## config.mk

```make
export PLATFORM = sky130hd
export DESIGN_NAME = ssg_front
export DESIGN_NICKNAME = d
export VERILOG_FILES = /design/src/hdl/ssg_pkg.sv /design/src/hdl/ssg_front.sv
export SDC_FILE = /design/constraint.sdc
export NUM_CORES = 1
export LEC_CHECK = 0
export ABC_AREA = 1
export BUFFER_PORTS_ARGS = -buffer_cell sky130_fd_sc_hd__buf_2
export CAP_MARGIN = 10
export CELL_PAD_IN_SITES_DETAIL_PLACEMENT = 0
export CELL_PAD_IN_SITES_GLOBAL_PLACEMENT = 1
export CORE_MARGIN = 3
export CORE_UTILIZATION = 12
export DETAILED_ROUTE_END_ITERATION = 10
export GPL_TIMING_DRIVEN = 0
export MAX_ROUTING_LAYER = met4
export PLACE_DENSITY_LB_ADDON = 0.1
export SLEW_MARGIN = 30
export SYNTH_ARGS = -nofsm -noshare
export SYNTH_HDL_FRONTEND = slang
export SYNTH_SLANG_ARGS = --single-unit
export TNS_END_PERCENT = 5
```

## constraint.sdc

```tcl
create_clock -name vclk -period 0.8
set_input_delay 0.08 -clock vclk [all_inputs]
set_output_delay 0.08 -clock vclk [all_outputs]
set_load 0.02 [all_outputs]
```

## src/hdl/ssg_pkg.sv

```systemverilog
// Shared constants, types and item layout for the smoothed stereo gain block.
`timescale 1ns / 1ps
package ssg_pkg;

   localparam int SAMPLE_BITS    = 24;
   localparam int GAIN_FRAC_BITS = 24;
   localparam int GAIN_BITS      = GAIN_FRAC_BITS + 1;
   localparam int COEF_BITS      = 24;
   localparam int SNAP_BITS      = 25;
   localparam int REQ_GAIN_BITS  = 32;

   localparam int REQ_FIELD_BITS = 2 * SAMPLE_BITS + REQ_GAIN_BITS;
   localparam int REQ_DATA_BITS  = ((REQ_FIELD_BITS + 7) / 8) * 8;
   localparam int RSP_FIELD_BITS = 2 * SAMPLE_BITS + GAIN_BITS;
   localparam int RSP_DATA_BITS  = ((RSP_FIELD_BITS + 7) / 8) * 8;
   localparam int CSR_DATA_BITS  = (COEF_BITS > SNAP_BITS) ? COEF_BITS : SNAP_BITS;
   localparam int CSR_INDEX_BITS = 1;

   localparam int QUEUE_DEPTH    = 2;
   localparam int QUEUE_PTR_BITS = $clog2(QUEUE_DEPTH);
   localparam int QUEUE_CNT_BITS = $clog2(QUEUE_DEPTH + 1);

   localparam logic [GAIN_BITS-1:0] UNITY_GAIN = GAIN_BITS'(1) << GAIN_FRAC_BITS;
   localparam logic [SNAP_BITS-1:0] SNAP_RESET = SNAP_BITS'(168);

   localparam logic [CSR_INDEX_BITS-1:0] CSR_RAMP_COEF = 1'b0;
   localparam logic [CSR_INDEX_BITS-1:0] CSR_SNAP_DIST = 1'b1;

   localparam logic ACTION_FRAME  = 1'b0;
   localparam logic ACTION_TARGET = 1'b1;

   typedef struct packed {
      logic                          action;
      logic signed [SAMPLE_BITS-1:0] left;
      logic signed [SAMPLE_BITS-1:0] right;
      logic [GAIN_BITS-1:0]          target;
   } ssg_entry_type;

endpackage

```

## src/hdl/ssg_front.sv

```systemverilog
// Front end: accept items, clamp requested gains and push classified entries to the queue.
`timescale 1ns / 1ps
module ssg_front
   import ssg_pkg::*;
(
   input  logic                     req_tvalid,
   output logic                     req_tready,
   input  logic [REQ_DATA_BITS-1:0] req_tdata,
   input  logic                     req_tuser,
   input  logic                     queue_full,
   output logic                     push,
   output ssg_entry_type            push_entry
);

   logic signed [REQ_GAIN_BITS-1:0] req_gain;
   logic [GAIN_BITS-1:0]            clamped;

   assign req_gain = req_tdata[2*SAMPLE_BITS +: REQ_GAIN_BITS];

   always_comb begin
      priority if (req_gain[REQ_GAIN_BITS-1]) begin
         clamped = '0;
      end else if (req_gain > $signed(REQ_GAIN_BITS'(UNITY_GAIN))) begin
         clamped = UNITY_GAIN;
      end else begin
         clamped = req_gain[GAIN_BITS-1:0];
      end
   end

   assign req_tready        = !queue_full;
   assign push              = req_tvalid && !queue_full;
   assign push_entry.action = req_tuser;
   assign push_entry.left   = req_tdata[0 +: SAMPLE_BITS];
   assign push_entry.right  = req_tdata[SAMPLE_BITS +: SAMPLE_BITS];
   assign push_entry.target = clamped;

endmodule

```

==> results by group, run 1 <==
Outcome
  – Status: finished, violations left
  – Failing checks: negative setup slack

Synthesis
  – Post-Syn Nets: approximately 230
  – Post-Synthesis Cells: 142
  – Yosys top cell by area: buf_4
  – Register area share after synthesis: 0%
  – Synth warn: 0
  – Post-Syn Area: 802.0 µm²
  – Number of distinct library cells after synthesis: 9
  – Area fraction of the dominant cell type after synthesis: between 40% and 50%
  – Syn avg cell area: about 5.6 µm²
  – Synth area leaders: buf_4, nand2_1, nor2_2

Worst setup path
  – Bufs and invs on worst path: 3
  – Setup Crit Path Kind: in2out
  – Worst EP required: just over 0.7 ns
  – Startpoint class of the critical path: primary input
  – Crit path cell chain: buf_2, nor2_2, nand2_2, nor2_2, nand2_1, nor2_2, nor2_4, buf_12, nor2_4, buf_6
  – Max incr delay on CP: 0.17 ns
  – Crit-path max FO: 10
  – Slowest cell on crit path: buf_12
  – CP top delay family: simple AND/OR/NAND/NOR gates
  – Arrival @ worst endpoint: between 1 and 1.5 ns
  – Crit. End Element: output port
  – Critical path's most frequent cell: nor2_2

Timing
  – Final Hold Fails: 0
  – Rel. slew slack: between 80% and 90%
  – Unrepaired setup endpoints after global routing: yes
  – Setup TNS: -9.554 ns
  – Setup WS post-layout: -0.4232 ns
  – Worst-margin pin slew: around 0.26 ns
  – Fin crit period: between 1 and 1.5 ns
  – Crit share post-route: 152.9%
  – Final setup viols: 25
  – Max-slew violation count: 0
  – Max Clock Freq: 817.6 MHz

Floorplanning
  – I/O pins: between 150 and 200
  – Die area: between 7000 and 8000 µm²
  – Core box area: 6422 µm²
  – Initial Util: approximately an eighth
  – # rows: 29
  – Die width: about 88 µm
  – Die H: 87.75 µm

Hold path
  – Hold Crit Endpoint: push_entry[67]
  – Hold wc startpoint: req_tdata[18]
  – Hold Path Stages: 2
  – Hold Crit Class: in2out

GRT
  – First-pass GRT wire length: roughly 4300 µm
  – Vias in the first global route: about 1,000
  – Initial antenna violation count: 0
  – Largest net degree at the start of global routing: 11
  – Total GRT Usage: 6.622%
  – Gr ovfl total: 0

Routing
  – Via count: 1,146
  – Final ANT Viol Nets: 0
  – Total routed wirelength: 2964 µm
  – Initial DRC count: 11
  – 1st-pass router iterations: 4
  – Vias per inst: roughly 3.5
  – DRC viols: 0
  – Post-DR wirelength/cell: between 8 and 9 µm

Pwr
  – Leakage: just over 0.9 nW
  – Pwr Density: about 580 nW/µm²
  – Maximum VDD drop: about 0.19 mV

Cells and area
  – Clock buffer count: 0
  – Commonest non-fill, non-tap cell in the layout: buf_2
  – Fillers: 727
  – Most frequent cells in the layout: buf_2, buf_4, nand2_1
  – Layout cells sized above 1: roughly 80%
  – Antenna Cells: 0
  – Seq cells: 0
  – Seq. cell area: 0 µm²
  – Final net count: approximately 340
  – P&R area growth vs syn: 119.2%

Placed design
  – I/O Buffers: 110
  – Pre-CTS setup slack: -0.5762 ns
  – RePlAce Congestion: slightly above 0.7
  – DP Wirelength: approximately 2700 µm

Job
  – Max cap viols: 0
-- where the power goes --
group          leakage [nW]  total, mW  switching, mW  internal (mW)
clock                     0          0              0              0
combinational         0.933       1.01          0.526          0.485
sequential                0          0              0              0
total                 0.933       1.01          0.526          0.485
-- cell type report --
| class | instances | area [µm²] | area share, % |
|---|---|---|---|
| Tap cell | 77 | 96.34 | 5.480 |
| Multi-Input combinational cell | 84 | 513.0 | 29.18 |
| Timing Repair Buffer | 111 | 711.9 | 40.50 |
| Buffer | 53 | 417.9 | 23.77 |
| Inverter | 5 | 18.77 | 1.068 |
-- per-layer routing --
layer,share of wire (%),track usage [%]
met1,39,8.647
met2,47,11.78
met3,14,0.5644
met4,0,0
met5,0,-
-- through the flow --
stage / utilization [%] / area (µm²) / hold slack, ns / std cells / power (mW)
4_1_cts: 26.61 / 1709 / 0.3781 / 329 / 1.005
3_3_place_gp: 24.04 / 1544 / 0.3785 / 329 / 0.9320
6_report: 27.37 / 1758 / 0.3766 / 330 / 1.012
3_5_place_dp: 24.04 / 1544 / 0.3779 / 329 / 0.9257
2_1_floorplan: - / 897.1 / 0.2366 / 142 / 0.6362
5_1_grt: 27.37 / 1758 / 0.3807 / 330 / 1.094
-- how the worst max path moves through the flow --
stage	from	cells after the start	slack (ns)	end
2_1_floorplan	req_tdata[77]	8	-0.17	push_entry[10]
3_3_place_gp	req_tdata[79]	6	-0.59	push_entry[22]
3_5_place_dp	req_tdata[79]	6	-0.58	push_entry[23]
4_1_cts	req_tdata[62]	10	-0.46	push_entry[23]
5_1_grt	req_tdata[66]	10	-0.55	push_entry[23]
6_report	req_tdata[79]	10	-0.42	push_entry[23]
-- cells in the mapped netlist --
| cell | number |
|---|---|
| inv_1 | 5 |
| nand2_1 | 35 |
| clkbuf_1 | 2 |
| buf_6 | 2 |
| o21ai_2 | 1 |
| buf_4 | 49 |
| nor2_2 | 20 |
| nor2_4 | 2 |
| nor2_1 | 26 |
-- what timing repair did --
| item | 4_1_cts | 5_1_grt |
|---|---|---|
| hold buffers | 0 | 0 |
| setup buffers | 0 | 1 |
| setup endpoints to repair | 25 | 25 |
| pin swaps | 1 | 5 |
| resized for setup | 52 | 13 |
-- kinds of logic after synthesis --
| group | count (synthesis) | share of synthesized area [%] |
|---|---|---|
| simple gates | 83 | 46.96 |
| compound gates | 1 | 1.092 |
| buf+inv | 58 | 51.95 |
Power figures use the tool's default switching activity.
==> run 2, diff against run 1 <==
--- a/config.mk
+++ b/config.mk
@@ -7,7 +7,7 @@
 export LEC_CHECK = 0
 export ABC_AREA = 1
 export BUFFER_PORTS_ARGS = -buffer_cell sky130_fd_sc_hd__buf_2
-export CAP_MARGIN = 10
+export CAP_MARGIN = 20
 export CELL_PAD_IN_SITES_DETAIL_PLACEMENT = 0
 export CELL_PAD_IN_SITES_GLOBAL_PLACEMENT = 1
 export CORE_MARGIN = 3
==> constraint.sdc (replaced) <==
create_clock -name vclk -period 0.8
set_input_delay 0.08 -clock vclk [all_inputs]
set_output_delay 0.08 -clock vclk [all_outputs]
set_load 0.01 [all_outputs]
==> results by group, run 2 (synthesized netlist as in run 1, its figures left out) <==
Timing
  – Setup TNS: -9.330 ns
  – Max Clock Freq: between 800 and 900 MHz
  – Fin crit period: roughly 1.2 ns
  – Max-slew violation count: 0
  – Worst-margin pin slew: ~0.29 ns
  – Unrepaired setup endpoints after global routing: yes
  – Final setup viols: 25
  – Setup WS post-layout: -0.4198 ns
  – Rel. slew slack: about four fifths
  – Crit share post-route: 152.5%
  – Final Hold Fails: 0

GRT
  – Total GRT Usage: 5.908%
  – Vias in the first global route: just over 900
  – First-pass GRT wire length: around 3700 µm
  – Largest net degree at the start of global routing: 11
  – Gr ovfl total: 0
  – Initial antenna violation count: 0

Routing
  – Via count: between 1,000 and 1,500
  – Initial DRC count: 5
  – DRC viols: 0
  – Vias per inst: between 3 and 4
  – 1st-pass router iterations: 2
  – Final ANT Viol Nets: 0
  – Total routed wirelength: approximately 3100 µm
  – Post-DR wirelength/cell: ~9.3 µm

Worst setup path
  – Timing endpoint of the critical path: push_entry[15]
  – Worst EP required: about 0.7 ns
  – Critical path startpoint: req_tdata[59]
  – Crit-path max FO: 5
  – Arrival @ worst endpoint: about 1.1 ns
  – Startpoint class of the critical path: primary input
  – Crit. End Element: output port
  – Setup Crit Path Kind: in2out

Cells and area
  – Final net count: 340
  – Layout cells sized above 1: about four fifths
  – Most frequent cells in the layout: buf_2, buf_4, nand2_1
  – Commonest non-fill, non-tap cell in the layout: buf_2
  – Final core occ: about 27%
  – Antenna Cells: 0
  – Seq. cell area: 0 µm²
  – P&R area growth vs syn: 116.5%
  – Seq cells: 0
  – Clock buffer count: 0

Floorplanning
  – Core box area: between 6000 and 7000 µm²
  – Initial Util: about an eighth
  – I/O pins: 159
  – # rows: 29
  – Die H: ~88 µm
  – Die width: between 80 and 90 µm
  – Die area: between 7000 and 8000 µm²

Outcome
  – Failing checks: negative setup slack
  – Status: finished, violations left

Pwr
  – Maximum VDD drop: about 0.16 mV
  – Pwr Density: between 400 and 500 nW/µm²
  – Total Power: roughly 0.86 mW
  – Leakage: 0.9488 nW

Placed design
  – DP Wirelength: roughly 2700 µm
  – RePlAce Congestion: roughly 0.68
  – I/O Buffers: 110

Hold path
  – Hold Crit Class: in2out

CTS
  – Hold_buf cts: 0

Job
  – Max cap viols: 0
## run 2: cell count changes in the layout (fill, tap and decap cells not counted), sizes merged
cell | before | now
inv | 5 | 4
clkinvlp | 0 | 1
clkbuf | 2 | 4
## run 2: worst min-delay path by stage
stage                             start              to  slack [ns]  depth (start not counted)
after floorplan              queue_full      req_tready        0.20                          1
after global placement    req_tdata[32]  push_entry[33]        0.35                          2
after detailed placement  req_tdata[39]  push_entry[40]        0.35                          2
after CTS                 req_tdata[15]  push_entry[64]        0.35                          2
after global routing       req_tdata[6]  push_entry[55]        0.35                          2
final                     req_tdata[15]  push_entry[64]        0.34                          2
## run 2: critical path: stages
cell and delay [ns]:
buf_6 0.10, nor2_4 0.09, nand2_1 0.07, nor2_2 0.11, nand2_1 0.07, nor2_2 0.15
nor2_4 0.09, clkbuf_16 0.18, nor2_4 0.10, buf_6 0.10
## run 2: repair_timing
item | 4_1_cts | 5_1_grt
resized for setup | 4 | 48
setup buffers | 0 | 1
pin swaps | 2 | 25
endpoints found under the setup margin | 25 | 25
gates cloned | 0 | 2
endpoints found under the hold margin | 0 | 0
## run 2: layout make-up
cell class | instances | area (µm²)
plain buffers | 53 | 407.9
fillers | 714 | 4686
inverters | 5 | 22.52
multi-input cells | 84 | 485.5
well taps | 77 | 96.34
repair buffers | 113 | 724.4
## run 2: stage by stage
stage / std cells / setup WS, ns / hold slack, ns / area (µm²)
finish: 332 / -0.4198 / 0.3433 / 1737
global route: 332 / -0.5143 / 0.3475 / 1737
CTS: 329 / -0.4450 / 0.3451 / 1458
detailed placement: 329 / -0.4788 / 0.3452 / 1449
global placement: 329 / -0.5030 / 0.3452 / 1449
floorplan: 142 / -0.1242 / 0.2035 / 802.0
## run 2: power breakdown
| group | total [mW] | internal (mW) | switching (mW) |
|---|---|---|---|
| Combinational | 0.862 | 0.488 | 0.374 |
| Sequential | 0 | 0 | 0 |
| Clock | 0 | 0 | 0 |
## run 2: metal layers
layer	up-vias	GRT usage, %	wire, µm
met3	0	0.9407	427
met4	0	0	0
met5	-	-	0
li1	597	-	-
met2	86	11.03	1545
met1	458	7.040	1113
