$ cat config.mk
export PLATFORM = sky130hd
export DESIGN_NAME = ssg_queue
export DESIGN_NICKNAME = d
export VERILOG_FILES = /design/src/hdl/ssg_pkg.sv /design/src/hdl/ssg_queue.sv
export SDC_FILE = /design/constraint.sdc
export NUM_CORES = 1
export LEC_CHECK = 0
export ABC_AREA = 1
export ABC_CLOCK_PERIOD_IN_PS = 12900
export BUFFER_PORTS_ARGS = -buffer_cell sky130_fd_sc_hd__buf_2
export CAP_MARGIN = 20
export CORE_ASPECT_RATIO = 1.5
export CORE_MARGIN = 3
export CORE_UTILIZATION = 40
export DETAILED_ROUTE_END_ITERATION = 7
export PLACE_DENSITY_LB_ADDON = 0.05
export RECOVER_POWER = 25
export SYNTH_ARGS = -nofsm -noshare
export SYNTH_HDL_FRONTEND = slang
export SYNTH_SLANG_ARGS = --single-unit
$ cat constraint.sdc
create_clock -name clock -period 12.9 [get_ports clock]
set_input_delay 3.87 -clock clock [delete_from_list [all_inputs] [get_ports clock]]
set_output_delay 3.87 -clock clock [all_outputs]
set_load 0.03 [all_outputs]
$ cat src/hdl/ssg_pkg.sv
// Shared constants, types and item layout for the smoothed stereo gain block.
`timescale 1ns / 1ps
package ssg_pkg;

   localparam int SAMPLE_BITS    = 24;
   localparam int GAIN_FRAC_BITS = 24;
   localparam int GAIN_BITS      = GAIN_FRAC_BITS + 1;
   localparam int COEF_BITS      = 24;
   localparam int SNAP_BITS      = 25;
   localparam int REQ_GAIN_BITS  = 32;

   localparam int REQ_FIELD_BITS = 2 * SAMPLE_BITS + REQ_GAIN_BITS;
   localparam int REQ_DATA_BITS  = ((REQ_FIELD_BITS + 7) / 8) * 8;
   localparam int RSP_FIELD_BITS = 2 * SAMPLE_BITS + GAIN_BITS;
   localparam int RSP_DATA_BITS  = ((RSP_FIELD_BITS + 7) / 8) * 8;
   localparam int CSR_DATA_BITS  = (COEF_BITS > SNAP_BITS) ? COEF_BITS : SNAP_BITS;
   localparam int CSR_INDEX_BITS = 1;

   localparam int QUEUE_DEPTH    = 2;
   localparam int QUEUE_PTR_BITS = $clog2(QUEUE_DEPTH);
   localparam int QUEUE_CNT_BITS = $clog2(QUEUE_DEPTH + 1);

   localparam logic [GAIN_BITS-1:0] UNITY_GAIN = GAIN_BITS'(1) << GAIN_FRAC_BITS;
   localparam logic [SNAP_BITS-1:0] SNAP_RESET = SNAP_BITS'(168);

   localparam logic [CSR_INDEX_BITS-1:0] CSR_RAMP_COEF = 1'b0;
   localparam logic [CSR_INDEX_BITS-1:0] CSR_SNAP_DIST = 1'b1;

   localparam logic ACTION_FRAME  = 1'b0;
   localparam logic ACTION_TARGET = 1'b1;

   typedef struct packed {
      logic                          action;
      logic signed [SAMPLE_BITS-1:0] left;
      logic signed [SAMPLE_BITS-1:0] right;
      logic [GAIN_BITS-1:0]          target;
   } ssg_entry_type;

endpackage

$ cat src/hdl/ssg_queue.sv
// Two-entry queue between the front end and the gain engine.
`timescale 1ns / 1ps
module ssg_queue
   import ssg_pkg::*;
(
   input  logic          clock,
   input  logic          reset,
   input  logic          push,
   input  ssg_entry_type push_entry,
   output logic          full,
   input  logic          pop,
   output ssg_entry_type pop_entry,
   output logic          empty
);

   ssg_entry_type               slot_ff [QUEUE_DEPTH];
   logic [QUEUE_PTR_BITS-1:0]   wr_ptr_ff, wr_ptr_in;
   logic [QUEUE_PTR_BITS-1:0]   rd_ptr_ff, rd_ptr_in;
   logic [QUEUE_CNT_BITS-1:0]   count_ff, count_in;

   assign full      = count_ff == QUEUE_CNT_BITS'(QUEUE_DEPTH);
   assign empty     = count_ff == '0;
   assign pop_entry = slot_ff[rd_ptr_ff];

   always_comb begin
      wr_ptr_in = wr_ptr_ff;
      rd_ptr_in = rd_ptr_ff;
      count_in  = count_ff;
      if (push) begin
         wr_ptr_in = (wr_ptr_ff == QUEUE_PTR_BITS'(QUEUE_DEPTH - 1)) ? '0 : wr_ptr_ff + 1'b1;
      end
      if (pop) begin
         rd_ptr_in = (rd_ptr_ff == QUEUE_PTR_BITS'(QUEUE_DEPTH - 1)) ? '0 : rd_ptr_ff + 1'b1;
      end
      if (push && !pop) begin
         count_in = count_ff + 1'b1;
      end else if (pop && !push) begin
         count_in = count_ff - 1'b1;
      end
   end

   always_ff @(posedge clock) begin
      if (reset) begin
         wr_ptr_ff <= '0;
         rd_ptr_ff <= '0;
         count_ff  <= '0;
      end else begin
         wr_ptr_ff <= wr_ptr_in;
         rd_ptr_ff <= rd_ptr_in;
         count_ff  <= count_in;
      end
   end

   always_ff @(posedge clock) begin
      if (push) begin
         slot_ff[wr_ptr_ff] <= push_entry;
      end
   end

endmodule

==> results of run 1 <==
power by group:
group	total, mW	switching (mW)	internal, mW
Clock	0.466	0.182	0.284
Combinational	0.160	0.0966	0.0633
Sequential	0.585	0.00999	0.575
Total	1.21	0.288	0.923
cell families after synthesis:
group                      Yosys count
adders and majority gates            1
muxes                               74
and+or+nand+nor                     15
DFF                                153
AOI/OAI and AO/OA                    2
xor gates and xnor gates             1
buffers and inverters               17
state kept, by name, summed over array words and instances, names as in the netlist, named ones only:
register and count:
slot_ff 148, wr_ptr_ff 1, rd_ptr_ff 1, count_ff 2
placed cells by master (no fill, tap or decap), types with 2 or more instances in the layout:
cell type   Yosys  routed
inv_1           9       8
edfxtp_1      148     148
bufinv_16       0       2
dfxtp_1         5       4
clkbuf_16       0      17
nor2_1          7       6
nand2_1         5       5
buf_4           0       3
clkinv_4        0       2
mux2_2         14      14
clkinvlp_4      0       3
mux2_4         60      60
clkbuf_1        0      18
buf_2           1     139
clkinv_2        0       3
metrics by stage:
stage,std cells,instance area (sq um),power (mW)
after global placement,603,6770,0.758
after global routing,635,7320,1.26
final,635,7320,1.21
after CTS,635,7330,1.23
after detailed placement,603,6770,0.760
after floorplan,263,5810,0.714
worst paths after layout:
check / cells after the start / slack, ns / end
max: 3 / 6.56 / pop_entry[53]
min: 2 / 0.53 / rd_ptr_ff$_SDFFE_PP0P_
max reg2reg: 2 / 10.82 / slot_ff[0][46]$_DFFE_PP_
min reg2reg: 2 / 0.53 / rd_ptr_ff$_SDFFE_PP0P_
metal layers:
layer / global-route usage, % / share of wire (%) / routed length (um) / up-vias
li1: - / - / - / 1356
met1: 14.0 / 39 / 4010 / 1392
met2: 22.8 / 53 / 5500 / 99
met3: 5.29 / 7.0 / 724 / 15
met4: 5.51 / 1.4 / 147 / 2
met5: 0 / 0.13 / 13 / -
worst reg2reg max path: cells and delay by family, from the launching register on:
family	cells	cell delay, ns
flip-flops	1	0.34
buffers and inverters	1	0.70
AND/OR/NAND/NOR	1	0.63
cell type report:
type                       count  area share, %
clock buffer                  21           6.02
clock inverter                11           1.68
inverter                       9          0.479
multi-input combinational     93           15.8
sequential                   153           62.2
tap                          192           3.28
timing repair buffer         156           10.5
==> results.sh, run 1 <==
export IMPL_grtUsageTotal_pct=13.1
export IMPL_synthCells=263
export IMPL_hpwl_um=6800
export IMPL_post_cts_buffers=0
export IMPL_crit_slowest_cell="buf_4"
export IMPL_synth_top_area_share_pct=76.5
export IMPL_hold_path_class="register to register"
export IMPL_cts_buffers=17
export IMPL_synthTopCellsByArea="edfxtp_1 (76%), mux2_4 (15%), mux2_2 (2.7%)"
export IMPL_drive_gt1_share_pct=55.5
export IMPL_drt_iter0_drc=152
export IMPL_cts_tree="done"
export IMPL_cts_hold_buf=0
export IMPL_min_delay_start="rd_ptr_ff$_SDFFE_PP0P_"
export IMPL_synth_most_common_cell="edfxtp_1"
export IMPL_fmax_mhz=158
export IMPL_final_setup_tns_ns=0
export IMPL_path_class="register to output pin"
export IMPL_crit_chain="buf_4 -> mux2_2 -> buf_2"
export IMPL_hold_slack_ns=0.525
export IMPL_synth_xor_area_share_pct=0.151
export IMPL_ir_drop_mv=0.0791
export IMPL_clock_path_buffers=2
export IMPL_insertedDiodeCount=0
export IMPL_wl_per_cell_um=16.4
export IMPL_ys_flop_type="edfxtp_1"
export IMPL_r2r_start="wr_ptr_ff$_SDFFE_PP0P_"
export IMPL_ant_nets=0
export IMPL_grt_overflow_total=0
export IMPL_relSlewSlack_pct=38.3
export IMPL_synth_area_sq_mm=0.00581
export IMPL_grt_pass1_vias=2990
export IMPL_seq_area_sq_mm=0.00455
export IMPL_synth_top_family_by_area="multiplexers"
export IMPL_preCtsSetupSlack_ns=6.95
export IMPL_async_flop_share_pct=0
export IMPL_clk_latency_ns=0.41
export IMPL_syn_num_nets=342
export IMPL_antenna_found_initial=1
export IMPL_worstSetupEndpointType="output pin"
export IMPL_final_max_slew_viol_count=0
export IMPL_synth_edff_count=148
export IMPL_ys_top_cells_by_count="edfxtp_1 (148), mux2_4 (60), mux2_2 (14), inv_1 (9)"
export IMPL_finalCritPeriodShare_pct=49.2
export IMPL_start_util_pct=41.2
export IMPL_yosysTopAreaCell="edfxtp_1"
export IMPL_power_density_mw_per_mm2=166
export IMPL_area_growth_pct=25.9
export IMPL_grt_max_degree=65
export IMPL_critPathMaxFanout=49
export IMPL_syn_area_per_cell_sq_um=22.1
export IMPL_final_util_pct=51.8
export IMPL_yosys_warnings=0
export IMPL_worst_slack_ns=6.56
export IMPL_multi_input_area_sq_mm=0.00116
export IMPL_outcome="complete, no violations"
export IMPL_worst_path_buf_inv=2
export IMPL_grt_pass1_wl_um=15700
export IMPL_setup_viol_count_final=0
export IMPL_synth_seq_cells=153
export IMPL_root_buffer="clkbuf_16"
export IMPL_finClkSkew_ns=0.00824
export IMPL_synth_compound_area_share_pct=0.172
export IMPL_synth_area_mux_share_pct=18.2
export IMPL_cpPeakStageDelay_ns=0.77
export IMPL_ys_types=16
export IMPL_cp_required_ns=9.03
export IMPL_hold_viol=0
export IMPL_gp_congestion=0.660
export IMPL_leakage_nw=2.86
export IMPL_fillers=1238
export IMPL_yosysSeqAreaShare_pct=78.2
export IMPL_wl_um=10400
export IMPL_critPathArrivalTime_ns=2.47
export IMPL_cts_resized=0
export IMPL_rows=53
export IMPL_clk_pin_slew_ns=0.06
export IMPL_fin_nets=509
export IMPL_htree_levels=4
export IMPL_path_delay_family="buffers and inverters"
export IMPL_clock_sinks=153
export IMPL_cap_viol_max_count=0
export IMPL_die_width_um=104
export IMPL_drc=0
export IMPL_firstDrtPassIters=4
export IMPL_fin_crit_ns=6.34
export IMPL_tightestPinTransition_ns=0.926
export IMPL_die_area_sq_mm=0.0160
export IMPL_synthAdderAreaFrac_pct=0.215
export IMPL_core_area_sq_mm=0.0141
export IMPL_dieHeight_um=154
export IMPL_vias_per_cell=4.51
export IMPL_ios=154
export IMPL_vias=2864
export IMPL_port_buffers=153
export IMPL_rsz0062_at_grt="no"
export IMPL_synthSimpleGateAreaFrac_pct=1.05
export IMPL_crit_path_start_kind="register"
Note: power is estimated with default switching activity, not from simulation.
==> run 2, diff against run 1 <==
--- a/config.mk
+++ b/config.mk
@@ -6,7 +6,7 @@
 export NUM_CORES = 1
 export LEC_CHECK = 0
 export ABC_AREA = 1
-export ABC_CLOCK_PERIOD_IN_PS = 12900
+export ABC_CLOCK_PERIOD_IN_PS = 6400
 export BUFFER_PORTS_ARGS = -buffer_cell sky130_fd_sc_hd__buf_2
 export CAP_MARGIN = 20
 export CORE_ASPECT_RATIO = 1.5
==> constraint.sdc (replaced) <==
create_clock -name clock -period 6.4 [get_ports clock]
set_input_delay 1.92 -clock clock [delete_from_list [all_inputs] [get_ports clock]]
set_output_delay 1.92 -clock clock [all_outputs]
set_load 0.03 [all_outputs]
==> results.sh, run 2 (synthesis results as in run 1) <==
export IMPL_outcome="complete, no violations"
export IMPL_path_delay_family="flip-flops"
export IMPL_cts_hold_buf=0
export IMPL_wl_per_cell_um=16.7
export IMPL_cpPeakStageDelay_ns=0.94
export IMPL_grt_overflow_total=0
export IMPL_largest_register_ff_count=148
export IMPL_final_util_pct=51.9
export IMPL_antenna_found_initial=1
export IMPL_ant_nets=0
export IMPL_grtUsageTotal_pct=13.6
export IMPL_fmax_mhz=229
export IMPL_power_density_mw_per_mm2=333
export IMPL_finalCritPeriodShare_pct=68.2
export IMPL_relSlewSlack_pct=36.8
export IMPL_cap_viol_max_count=0
export IMPL_vias=2857
export IMPL_vias_per_cell=4.50
export IMPL_drt_iter0_drc=119
export IMPL_die_width_um=104
export IMPL_wl_um=10600
export IMPL_drive_gt1_share_pct=57.1
export IMPL_worstSetupEndpointType="output pin"
export IMPL_leakage_nw=2.88
export IMPL_rows=53
export IMPL_fin_nets=510
export IMPL_crit_slowest_cell="dfxtp_4"
export IMPL_crit_path_start_kind="register"
export IMPL_fillers=1217
export IMPL_cts_buffers=17
export IMPL_grt_pass1_vias=3125
export IMPL_ios=154
export IMPL_final_setup_tns_ns=0
export IMPL_cts_tree="done"
export IMPL_die_area_sq_mm=0.0160
export IMPL_start_util_pct=41.2
export IMPL_insertedDiodeCount=0
export IMPL_largest_registers="slot_ff (148), count_ff (2)"
export IMPL_tightestPinTransition_ns=0.947
export IMPL_grt_pass1_wl_um=16400
export IMPL_clk_pin_slew_ns=0.06
export IMPL_crit_chain="buf_4 -> mux2_4 -> buf_2"
export IMPL_critPathArrivalTime_ns=2.44
export IMPL_hpwl_um=7200
export IMPL_firstDrtPassIters=4
export IMPL_drc=0
export IMPL_mostFrequentLayoutCells="edfxtp_1 (148), buf_2 (144), mux2_4 (60)"
export IMPL_clk_latency_ns=0.41
export IMPL_post_cts_buffers=0
export IMPL_root_buffer="clkbuf_16"
export IMPL_regMostFlops="slot_ff"
export IMPL_critPathMaxFanout=53
export IMPL_dieHeight_um=154
export IMPL_ir_drop_mv=0.148
export IMPL_core_area_sq_mm=0.0141
export IMPL_area_growth_pct=26.1
export IMPL_worst_path_buf_inv=2
export IMPL_final_max_slew_viol_count=0
export IMPL_gp_congestion=0.691
export IMPL_hold_viol=0
export IMPL_setup_viol_count_final=0
export IMPL_htree_levels=4
export IMPL_clock_sinks=153
export IMPL_rsz0062_at_grt="no"
export IMPL_finClkSkew_ns=0.00727
export IMPL_hold_path_class="register to register"
export IMPL_path_class="register to output pin"
export IMPL_fin_crit_ns=4.36
export IMPL_grt_max_degree=54
export IMPL_mostFrequentLayoutCell="edfxtp_1"
export IMPL_cts_resized=0
export IMPL_cp_required_ns=4.48
export IMPL_port_buffers=153
export IMPL_clock_path_buffers=2
-- run 2: cell types whose count changed in the layout (fill, tap and decap cells not counted), sizes merged --
cell	previous run	this run
clkbuf	35	27
buf	142	149
inv	9	8
clkinvlp	3	5
-- run 2: area by class of cell --
type / count / area, sq um / area share (%)
Timing Repair Buffer: 157 / 785 / 10.7
Inverter: 9 / 35.0 / 0.478
Clock buffer: 19 / 433 / 5.91
Tap cell: 192 / 240 / 3.28
Clock inverter: 12 / 129 / 1.76
Multi-Input combinational cell: 93 / 1160 / 15.8
Sequential cell: 153 / 4550 / 62.1
-- run 2: where the power goes --
part           total (mW)  internal [mW]  switching [mW]
logic               0.312          0.128           0.184
clock network       0.939          0.569           0.370
registers            1.19           1.16          0.0311
-- run 2: worst min-delay path: stages (launching register included) --
cell	delay [ns]
dfxtp_1	0.33
xnor2_1	0.09
nor2_1	0.08
-- run 2: per-layer routing --
metal  GRT usage, %  wire length [um]  vias up
met4           5.32               153        2
met5              0                11        -
met2           24.2              5740       95
li1               -                 -     1358
met1           14.6              3970     1385
met3           5.17               733       17
-- run 2: final timing paths --
| path | depth (start not counted) | startpoint | endpoint | slack, ns |
|---|---|---|---|---|
| worst max-delay path | 3 | register | pop_entry[69] | 2.04 |
| worst min-delay path | 2 | rd_ptr_ff$_SDFFE_PP0P_ | rd_ptr_ff$_SDFFE_PP0P_ | 0.53 |
| worst max register to register | 3 | wr_ptr_ff$_SDFFE_PP0P_ | slot_ff[1][56]$_DFFE_PP_ | 4.48 |
| worst min register to register | 2 | rd_ptr_ff$_SDFFE_PP0P_ | rd_ptr_ff$_SDFFE_PP0P_ | 0.53 |
-- run 2: per-stage QoR --
stage	hold WS, ns	total power, mW	std cells	cell area [sq um]	setup slack, ns
3_3_place_gp	0.499	1.53	604	6780	2.44
4_1_cts	0.532	2.48	635	7340	1.97
3_5_place_dp	0.516	1.53	604	6780	2.42
5_1_grt	0.555	2.54	635	7330	1.88
6_report	0.532	2.44	635	7330	2.04
2_1_floorplan	0.480	1.44	263	5810	0.830
